`config.mk`:
```
export PLATFORM = sky130hd
export DESIGN_NAME = bounded_undo_redo_history
export DESIGN_NICKNAME = d
export VERILOG_FILES = /design/src/sv/bur_pkg.sv /design/src/sv/bounded_undo_redo_history.sv /design/src/sv/bur_ram.sv /design/src/sv/bur_datapath.sv /design/src/sv/bur_ctrl.sv
export SDC_FILE = /design/constraint.sdc
export NUM_CORES = 2
export LEC_CHECK = 0
export BUFFER_PORTS_ARGS = -buffer_cell sky130_fd_sc_hd__buf_2
export CORE_MARGIN = 1.5
export CORE_UTILIZATION = 65
export DETAILED_ROUTE_END_ITERATION = 10
export PLACE_DENSITY = 0.81
export SLEW_MARGIN = 20
export SYNTH_ARGS = -nofsm -noshare
export SYNTH_HDL_FRONTEND = slang
export SYNTH_SLANG_ARGS = --single-unit
```
`constraint.sdc`:
```
create_clock -name clk -period 14.5 [get_ports clk]
set_input_delay 0 -clock clk [delete_from_list [all_inputs] [get_ports clk]]
set_output_delay 0 -clock clk [all_outputs]
set_load 0.05 [all_outputs]
```
`src/sv/bur_pkg.sv`:
```
package bur_pkg;

	localparam int STORE_DEPTH_DEF = 64;
	localparam int LIMIT_W = 6;
	localparam int KIND_W = 4;
	localparam int PAYLOAD_W = 32;
	localparam int REQ_W = 2;
	localparam int ACTION_W = 3;
	localparam logic [LIMIT_W-1:0] LIMIT_RESET = 6'd50;

	typedef enum logic [REQ_W-1:0] {
		REQ_RECORD = 2'd0,
		REQ_UNDO   = 2'd1,
		REQ_REDO   = 2'd2
	} req_t;

	typedef enum logic [ACTION_W-1:0] {
		ACT_NONE     = 3'd0,
		ACT_UNDO     = 3'd1,
		ACT_REDO     = 3'd2,
		ACT_DISCARD  = 3'd3,
		ACT_RECORDED = 3'd4
	} action_t;

	typedef enum logic [3:0] {
		ST_IDLE,
		ST_TAIL,
		ST_TAIL_OUT,
		ST_EVICT,
		ST_EVICT_OUT,
		ST_REC_OUT,
		ST_MOVE_OUT,
		ST_NONE_OUT
	} state_t;

	typedef enum logic [1:0] {
		OSEL_NONE,
		OSEL_DISC,
		OSEL_MOVE,
		OSEL_REC
	} out_sel_t;

	typedef struct packed {
		logic     accept;
		logic     move;
		logic     tail_rd;
		logic     tail_next;
		logic     trunc;
		logic     evict_rd;
		logic     evict_pop;
		logic     rec_write;
		out_sel_t out_sel;
	} dp_cmd_t;

	typedef struct packed {
		logic cur_nz;
		logic can_redo;
		logic tail_more;
		logic evict_more;
	} dp_stat_t;

endpackage

```
`src/sv/bounded_undo_redo_history.sv`:
```
// channel   direction  handshake               payload
// in        input      in_valid / in_ready     req_type, entry_kind, entry_payload
// out       output     out_valid / out_ready   action, out_kind, out_payload, last_of_run
// cfg       input      cfg_wr_en (no wait)     cfg_wr_data (history_limit)
//
// one transaction in flight at a time; in_ready is high only while idle
// undo, redo and null requests: accept, then a single result, then back to idle
// record: tail discard walk, eviction walk, append, then the recorded result; each discard is one read of the
//   history ram (registered read) followed by its output transaction
// arst_n clears the controller, the ring pointers and sets the limit to 50;
//   ram contents are not cleared, only written entries are ever read
// out_ready low simply holds the current result and the walk
module bounded_undo_redo_history
	import bur_pkg::*;
#(
	parameter int STORE_DEPTH = STORE_DEPTH_DEF
) (
	input  logic                 clk,
	input  logic                 arst_n,
	// request channel
	input  logic                 in_valid,
	output logic                 in_ready,
	input  logic [REQ_W-1:0]     req_type,
	input  logic [KIND_W-1:0]    entry_kind,
	input  logic [PAYLOAD_W-1:0] entry_payload,
	// result channel
	output logic                 out_valid,
	input  logic                 out_ready,
	output logic [ACTION_W-1:0]  action,
	output logic [KIND_W-1:0]    out_kind,
	output logic [PAYLOAD_W-1:0] out_payload,
	output logic                 last_of_run,
	// history limit register
	input  logic                 cfg_wr_en,
	input  logic [LIMIT_W-1:0]   cfg_wr_data
);

	// controller to datapath commands and status back
	dp_cmd_t  cmd;
	dp_stat_t stat;

	// sequencer: accept, tail discard walk, eviction walk, append, report
	bur_ctrl u_ctrl (
		.clk      (clk),
		.arst_n   (arst_n),
		.in_valid (in_valid),
		.in_ready (in_ready),
		.req_type (req_type),
		.out_valid(out_valid),
		.out_ready(out_ready),
		.stat     (stat),
		.cmd      (cmd)
	);

	// ring pointers, limit register, history ram and result mux
	bur_datapath #(
		.STORE_DEPTH(STORE_DEPTH)
	) u_dp (
		.clk          (clk),
		.arst_n       (arst_n),
		.cfg_wr_en    (cfg_wr_en),
		.cfg_wr_data  (cfg_wr_data),
		.req_type     (req_type),
		.entry_kind   (entry_kind),
		.entry_payload(entry_payload),
		.cmd          (cmd),
		.stat         (stat),
		.action       (action),
		.out_kind     (out_kind),
		.out_payload  (out_payload),
		.last_of_run  (last_of_run)
	);

	// never accepting while a result is pending
	assert property (@(posedge clk) disable iff (!arst_n)
		in_ready |-> !out_valid)
		else $error("request accepted while a result is pending");

	// a record run always ends on the recorded result
	assert property (@(posedge clk) disable iff (!arst_n)
		out_valid && (action == ACT_RECORDED) |-> last_of_run)
		else $error("recorded result not flagged as last of run");

	// the final result of a run returns the controller to idle
	assert property (@(posedge clk) disable iff (!arst_n)
		out_valid && out_ready && last_of_run |=> in_ready)
		else $error("controller not idle after last result");

	// an accepted undo with history behind the cursor reports that entry next
	assert property (@(posedge clk) disable iff (!arst_n)
		in_valid && in_ready && (req_type == REQ_UNDO) && stat.cur_nz |=>
		out_valid && (action == ACT_UNDO))
		else $error("undo did not report the entry at the cursor");

	// a null result carries no entry
	assert property (@(posedge clk) disable iff (!arst_n)
		out_valid && (action == ACT_NONE) |-> (out_kind == '0) && (out_payload == '0))
		else $error("null result carries entry data");

endmodule

```
`src/sv/bur_ram.sv`:
```
module bur_ram #(
	parameter int DATA_W = 36,
	parameter int DEPTH = 64
) (
	input  logic                     clk,
	input  logic                     wr_en,
	input  logic [$clog2(DEPTH)-1:0] wr_addr,
	input  logic [DATA_W-1:0]        wr_data,
	input  logic                     rd_en,
	input  logic [$clog2(DEPTH)-1:0] rd_addr,
	output logic [DATA_W-1:0]        rd_data
);

	logic [DATA_W-1:0] mem [DEPTH];

	always_ff @(posedge clk) begin
		if (wr_en) begin
			mem[wr_addr] <= wr_data;
		end
	end

	always_ff @(posedge clk) begin
		if (rd_en) begin
			rd_data <= mem[rd_addr];
		end
	end

endmodule

```
`src/sv/bur_datapath.sv`:
```
module bur_datapath
	import bur_pkg::*;
#(
	parameter int STORE_DEPTH = STORE_DEPTH_DEF
) (
	input  logic                 clk,
	input  logic                 arst_n,
	input  logic                 cfg_wr_en,
	input  logic [LIMIT_W-1:0]   cfg_wr_data,
	input  logic [REQ_W-1:0]     req_type,
	input  logic [KIND_W-1:0]    entry_kind,
	input  logic [PAYLOAD_W-1:0] entry_payload,
	input  dp_cmd_t              cmd,
	output dp_stat_t             stat,
	output logic [ACTION_W-1:0]  action,
	output logic [KIND_W-1:0]    out_kind,
	output logic [PAYLOAD_W-1:0] out_payload,
	output logic                 last_of_run
);

	localparam int AW = $clog2(STORE_DEPTH);
	localparam int CW = $clog2(STORE_DEPTH + 1);
	localparam int LW = (CW > LIMIT_W) ? CW : LIMIT_W;
	localparam int DW = KIND_W + PAYLOAD_W;

	logic [LIMIT_W-1:0]   limit_q;
	logic [AW-1:0]        oldest_q;
	logic [CW-1:0]        count_q;
	logic [CW-1:0]        cursor_q;
	logic [CW-1:0]        pos_q;
	logic [REQ_W-1:0]     req_q;
	logic [KIND_W-1:0]    kind_q;
	logic [PAYLOAD_W-1:0] payload_q;

	logic [LW-1:0]        lim_eff;
	logic [CW-1:0]        rd_pos;
	logic [AW-1:0]        rd_addr;
	logic [AW-1:0]        wr_addr;
	logic                 rd_en;
	logic [DW-1:0]        rd_data;

	// ring position to physical slot, sum stays below twice the depth
	function automatic logic [AW-1:0] slot_of(input logic [AW-1:0] base,
		input logic [CW-1:0] pos);
		logic [AW:0] sum;
		sum = {1'b0, base} + {1'b0, pos[AW-1:0]};
		if (sum >= (AW+1)'(STORE_DEPTH)) begin
			sum = sum - (AW+1)'(STORE_DEPTH);
		end
		return sum[AW-1:0];
	endfunction

	// effective limit: zero acts as one, clamp to store depth
	always_comb begin
		lim_eff = LW'(limit_q);
		if (limit_q == '0) begin
			lim_eff = LW'(1);
		end
		if (lim_eff > LW'(STORE_DEPTH)) begin
			lim_eff = LW'(STORE_DEPTH);
		end
	end

	assign stat.cur_nz     = (cursor_q != '0);
	assign stat.can_redo   = (cursor_q < count_q);
	assign stat.tail_more  = (pos_q < count_q);
	assign stat.evict_more = (LW'(count_q) >= lim_eff);

	always_comb begin
		rd_pos = pos_q;
		if (cmd.evict_rd) begin
			rd_pos = '0;
		end else if (cmd.move) begin
			rd_pos = (req_type == REQ_UNDO) ? CW'(cursor_q - CW'(1)) : cursor_q;
		end
	end

	assign rd_addr = slot_of(oldest_q, rd_pos);
	assign wr_addr = slot_of(oldest_q, count_q);
	assign rd_en   = cmd.move | cmd.tail_rd | cmd.evict_rd;

	bur_ram #(
		.DATA_W(DW),
		.DEPTH (STORE_DEPTH)
	) u_ram (
		.clk    (clk),
		.wr_en  (cmd.rec_write),
		.wr_addr(wr_addr),
		.wr_data({kind_q, payload_q}),
		.rd_en  (rd_en),
		.rd_addr(rd_addr),
		.rd_data(rd_data)
	);

	always_ff @(posedge clk or negedge arst_n) begin
		if (!arst_n) begin
			limit_q  <= LIMIT_RESET;
			oldest_q <= '0;
			count_q  <= '0;
			cursor_q <= '0;
			pos_q    <= '0;
		end else begin
			if (cfg_wr_en) begin
				limit_q <= cfg_wr_data;
			end
			if (cmd.accept) begin
				pos_q <= cursor_q;
			end else if (cmd.tail_next) begin
				pos_q <= CW'(pos_q + CW'(1));
			end
			if (cmd.move) begin
				if (req_type == REQ_UNDO) begin
					cursor_q <= CW'(cursor_q - CW'(1));
				end else begin
					cursor_q <= CW'(cursor_q + CW'(1));
				end
			end
			if (cmd.trunc) begin
				count_q <= cursor_q;
				if (cursor_q == '0) begin
					oldest_q <= '0;
				end
			end
			if (cmd.evict_pop) begin
				oldest_q <= (oldest_q == AW'(STORE_DEPTH - 1)) ? '0 : AW'(oldest_q + AW'(1));
				count_q  <= CW'(count_q - CW'(1));
			end
			if (cmd.rec_write) begin
				count_q  <= CW'(count_q + CW'(1));
				cursor_q <= CW'(count_q + CW'(1));
			end
		end
	end

	always_ff @(posedge clk) begin
		if (cmd.accept) begin
			req_q     <= req_type;
			kind_q    <= entry_kind;
			payload_q <= entry_payload;
		end
	end

	always_comb begin
		case (cmd.out_sel)
			OSEL_DISC: begin
				action      = ACT_DISCARD;
				out_kind    = rd_data[DW-1 -: KIND_W];
				out_payload = rd_data[PAYLOAD_W-1:0];
				last_of_run = 1'b0;
			end
			OSEL_MOVE: begin
				action      = (req_q == REQ_UNDO) ? ACT_UNDO : ACT_REDO;
				out_kind    = rd_data[DW-1 -: KIND_W];
				out_payload = rd_data[PAYLOAD_W-1:0];
				last_of_run = 1'b1;
			end
			OSEL_REC: begin
				action      = ACT_RECORDED;
				out_kind    = kind_q;
				out_payload = payload_q;
				last_of_run = 1'b1;
			end
			default: begin
				action      = ACT_NONE;
				out_kind    = '0;
				out_payload = '0;
				last_of_run = 1'b1;
			end
		endcase
	end

endmodule

```
`src/sv/bur_ctrl.sv`:
```
module bur_ctrl
	import bur_pkg::*;
(
	input  logic             clk,
	input  logic             arst_n,
	input  logic             in_valid,
	output logic             in_ready,
	input  logic [REQ_W-1:0] req_type,
	output logic             out_valid,
	input  logic             out_ready,
	input  dp_stat_t         stat,
	output dp_cmd_t          cmd
);

	state_t state_q;
	state_t state_d;

	always_ff @(posedge clk or negedge arst_n) begin
		if (!arst_n) begin
			state_q <= ST_IDLE;
		end else begin
			state_q <= state_d;
		end
	end

	always_comb begin
		state_d = state_q;
		case (state_q)
			ST_IDLE: begin
				if (in_valid) begin
					case (req_type)
						REQ_RECORD: state_d = ST_TAIL;
						REQ_UNDO:   state_d = stat.cur_nz ? ST_MOVE_OUT : ST_NONE_OUT;
						REQ_REDO:   state_d = stat.can_redo ? ST_MOVE_OUT : ST_NONE_OUT;
						default:    state_d = ST_NONE_OUT;
					endcase
				end
			end
			ST_TAIL:      state_d = stat.tail_more ? ST_TAIL_OUT : ST_EVICT;
			ST_TAIL_OUT:  state_d = out_ready ? ST_TAIL : ST_TAIL_OUT;
			ST_EVICT:     state_d = stat.evict_more ? ST_EVICT_OUT : ST_REC_OUT;
			ST_EVICT_OUT: state_d = out_ready ? ST_EVICT : ST_EVICT_OUT;
			ST_REC_OUT,
			ST_MOVE_OUT,
			ST_NONE_OUT:  state_d = out_ready ? ST_IDLE : state_q;
			default:      state_d = ST_IDLE;
		endcase
	end

	always_comb begin
		cmd       = '0;
		in_ready  = 1'b0;
		out_valid = 1'b0;
		case (state_q)
			ST_IDLE: begin
				in_ready = 1'b1;
				if (in_valid) begin
					cmd.accept = 1'b1;
					cmd.move   = ((req_type == REQ_UNDO) && stat.cur_nz) ||
						((req_type == REQ_REDO) && stat.can_redo);
				end
			end
			ST_TAIL: begin
				cmd.tail_rd = stat.tail_more;
				cmd.trunc   = !stat.tail_more;
			end
			ST_TAIL_OUT: begin
				out_valid     = 1'b1;
				cmd.out_sel   = OSEL_DISC;
				cmd.tail_next = out_ready;
			end
			ST_EVICT: begin
				cmd.evict_rd  = stat.evict_more;
				cmd.rec_write = !stat.evict_more;
			end
			ST_EVICT_OUT: begin
				out_valid     = 1'b1;
				cmd.out_sel   = OSEL_DISC;
				cmd.evict_pop = out_ready;
			end
			ST_REC_OUT: begin
				out_valid   = 1'b1;
				cmd.out_sel = OSEL_REC;
			end
			ST_MOVE_OUT: begin
				out_valid   = 1'b1;
				cmd.out_sel = OSEL_MOVE;
			end
			ST_NONE_OUT: begin
				out_valid   = 1'b1;
				cmd.out_sel = OSEL_NONE;
			end
			default: begin
				cmd = '0;
			end
		endcase
	end

endmodule
```
==> metrics.md <==
| Metric | Value |
|---|---|
| Run status | `complete, but fails checks` |
| Failing checks | `design-rule violations` |
| Fin. max-slew vios | `0` |
| 1st-pass router iterations | `9` |
| Fraction of registers with async set/reset | `1.491%` |
| Num CTS Buffers | `222` |
| Wire per inst | `39.74 µm` |
| Post-Syn Nets | `4208` |
| Least-Margin Pin Slew | `1382 ps` |
| Storage cell area | `72310 µm²` |
| Layout cells sized above 1 | `27.82%` |
| CP delay by family, top | `buffers and inverters` |
| Synth area leader | `edfxtp_1` |
| Die height | `383.9 µm` |
| EDFF count, synth | `2378` |
| Total die area | `147400 µm²` |
| CTS clk-pin slew, worst paths | `60 ps` |
| Vias in the first global route | `49940` |
| I/O pin count | `91` |
| Post-route cell area | `around 110000 µm²` |
| Cell mode on critical path | `mux2i_1` |
| Top_reg_cell synth | `edfxtp_1` |
| Initial DRC Count | `7946` |
| Largest net degree at the start of global routing | `between 100 and 150` |
| Setup CP Type | `register to register` |
| Crit path launch type | `register` |
| Max-Cap Viols | `0` |
| Setup Viol. Count Final | `0` |
| All-Layer GR Usage | `a little over a third` |
| CP cell instances | `nor3_4 -> nand2_1 -> clkinv_2 -> o21ai_1 -> a211oi_1 -> a21oi_1 -> or2_2 -> inv_1 -> ha_1 -> a21o_1 -> a21oi_1 -> xnor2_2 -> buf_4 -> buf_4 -> mux2i_1 -> mux2i_1 -> mux2i_1 -> mux2i_1` |
| Clock Skew | `~50 ps` |
| # clock sinks | `2414` |
| Worst skew pair latency | `a little under 900 ps` |
| Via count | `48590` |
| Seq/Total Area, Yosys | `76.68%` |
| Post-Syn Area per Cell | `22.91 µm²` |
| Initial antenna violation count | `19` |
| First-pass GRT wire length | `367.1 mm` |
| Mapped cell area | `94310 µm²` |
| Initial Util | `65.57%` |
| CP max stage delay | `between 900 and 1000 ps` |
| Vias per cell | `7.400` |
| Relative slew slack | `around 7%` |
| Die width | `383.9 µm` |
| Buf/Inv on CP | `4` |
| Grt total ovfl | `0` |
| Total core area | `143800 µm²` |
| Critical Path AT | `~9000 ps` |
| RSZ-0062 raised after global routing | `no` |
| Hold crit path type | `input pin to register` |
| FF+latch count, synth | `2414` |
| Max clock buf depth | `3` |
| Post-synthesis instance total | `4116` |
| Most frequent cell after synthesis | `edfxtp_1` |
| Max stage delay cell, worst path | `mux2i_1` |
| Max FO, Critical Path | `48` |
| Fill cells | `7296` |
| Area grow syn2layout | `12.51%` |
| # DRC | `2` |
| Routed Antenna Nets | `0` |
| Min Tclk post-route | `8442 ps` |
| Placer congestion estimate | `0.8812` |
| Port-buffer cells | `90` |
| Crit path capture type | `register` |
| Clk root buf | `clkbuf_16` |
| Routed WL | `260.9 mm` |
| Netlist cell types | `61` |
| Setup_tns | `0 ps` |
| Synth top cells by count | `2378 x edfxtp_1, 648 x mux4_2, 327 x mux2i_1` |
| Max Clock Freq | `0.1185 GHz` |
| H-tree depth | `4` |
| YS warnings | `0` |
| Post-placement cell area | `97870 µm²` |
| CTS tree | `built` |
| Final Cycle Share | `58.22%` |
| Detailed Place HPWL | `125.5 mm` |
| Row cnt | `about 140` |
| Multi-input gate area | `21490 µm²` |
| Area contributors post-synth | `edfxtp_1 76%, mux4_2 15%, mux2i_1 3.5%` |
| Cts repair resizes | `0` |
| Worst EP required | `15040 ps` |
| Top cell type's share of synthesized area | `75.72%` |
| Hold Vio Cnt, Final | `0` |
| Nets | `4560` |
[per-layer routing]
layer,vias to the layer above,GRT usage [%],wire length [µm]
li1,18120,-,-
met1,24950,46.40,83230
met2,4511,56.88,125100
met3,980,10.18,35120
met4,22,20.11,17320
met5,-,0,142
[path summary, 6_finish.rpt]
check / start / endpoint / slack, ps / cells past startpoint
max in group asynchronous: arst_n / u_dp.oldest_q[4] / 14010 / 4
max: u_ctrl.state_q[1] / u_dp.u_ram.rd_data[23] / 6060 / 18
min reg2reg: u_dp.pos_q[6] / u_dp.pos_q[6] / 600 / 1
min in group asynchronous: arst_n / u_dp.limit_q[4] / 280 / 3
min: out_ready / u_ctrl.state_q[0] / 90 / 5
max reg2reg: u_ctrl.state_q[1] / u_dp.u_ram.rd_data[23] / 6060 / 18
[worst reg2reg max path, delay by kind of cell, from the launching register on]
family / cells / cell delay [ps]
fa+ha+maj: 1 / 270
xor+xnor: 1 / 810
flops: 1 / 720
mux: 4 / 1840
buf+inv: 4 / 2610
simple gates: 3 / 440
compound gates: 5 / 1460
[timing repair]
action / CTS / global route
endpoints found under the hold margin: 106 / 0
buffers inserted: 0 / 0
hold buffers: 107 / 0
setup endpoints to repair: 0 / 0
[state kept, by name, indices dropped and copies added, names as in the netlist]
| signal | count |
|---|---|
| u_dp.count_q | 7 |
| u_dp.u_ram.mem | 2304 |
| u_dp.pos_q | 7 |
| u_dp.req_q | 2 |
| u_dp.u_ram.rd_data | 36 |
| u_ctrl.state_q | 3 |
| u_dp.oldest_q | 6 |
| u_dp.kind_q | 4 |
| u_dp.payload_q | 32 |
| u_dp.limit_q | 6 |
| u_dp.cursor_q | 7 |
[final cells by class]
| type | instances | share of cell area, % |
|---|---|---|
| Clock inverter | 146 | 1.270 |
| Clock buffer | 269 | 5.442 |
| Multi-Input combinational cell | 1462 | 20.26 |
| Inverter | 34 | 0.1215 |
| Timing Repair Buffer | 334 | 2.502 |
| Sequential cell | 2414 | 68.15 |
| Tap cell | 1903 | 2.244 |
| Antenna cell | 4 | 0.009434 |
[logic make-up (layout without fill, tap and decap cells)]
group,count (synthesis),in the layout,share of synthesized area (%)
other,0,4,0
adders and majority gates,43,43,0.5864
muxes,976,976,18.96
AOI/OAI and AO/OA,154,154,1.120
xor gates and xnor gates,33,33,0.3343
and+or+nand+nor,256,256,1.207
buffers and inverters,240,783,1.118
DFF,2414,2414,76.68
[cell usage in the layout (no fill, tap or decap), types with 37 or more instances in the layout]
master and instances:
mux2i_1 326, buf_4 128, clkinv_1 47, a22oi_1 37, ha_1 38, nand2_1 47
nor2_4 64, clkinv_2 57, clkbuf_1 45, edfxtp_1 2378, dlygate4sd3_1 106, clkbuf_16 224
buf_2 90, mux4_2 648, nor2_1 74
[per-stage QoR]
step / util, % / setup WS, ps / cells / hold slack, ps
after floorplan: - / 9266 / 4116 / -295.6
after global placement: 68.04 / 6354 / 6039 / 142.1
after detailed placement: 68.04 / 6258 / 6039 / 145.2
after CTS: 73.75 / 6150 / 6561 / 35.34
after global routing: 73.76 / 5656 / 6562 / 111.5
final: 73.77 / 6058 / 6566 / 90.38
Power is left out: the tool's default activity adds up to more than one toggle a clock period on the data nets, which glitch-free logic cannot reach.
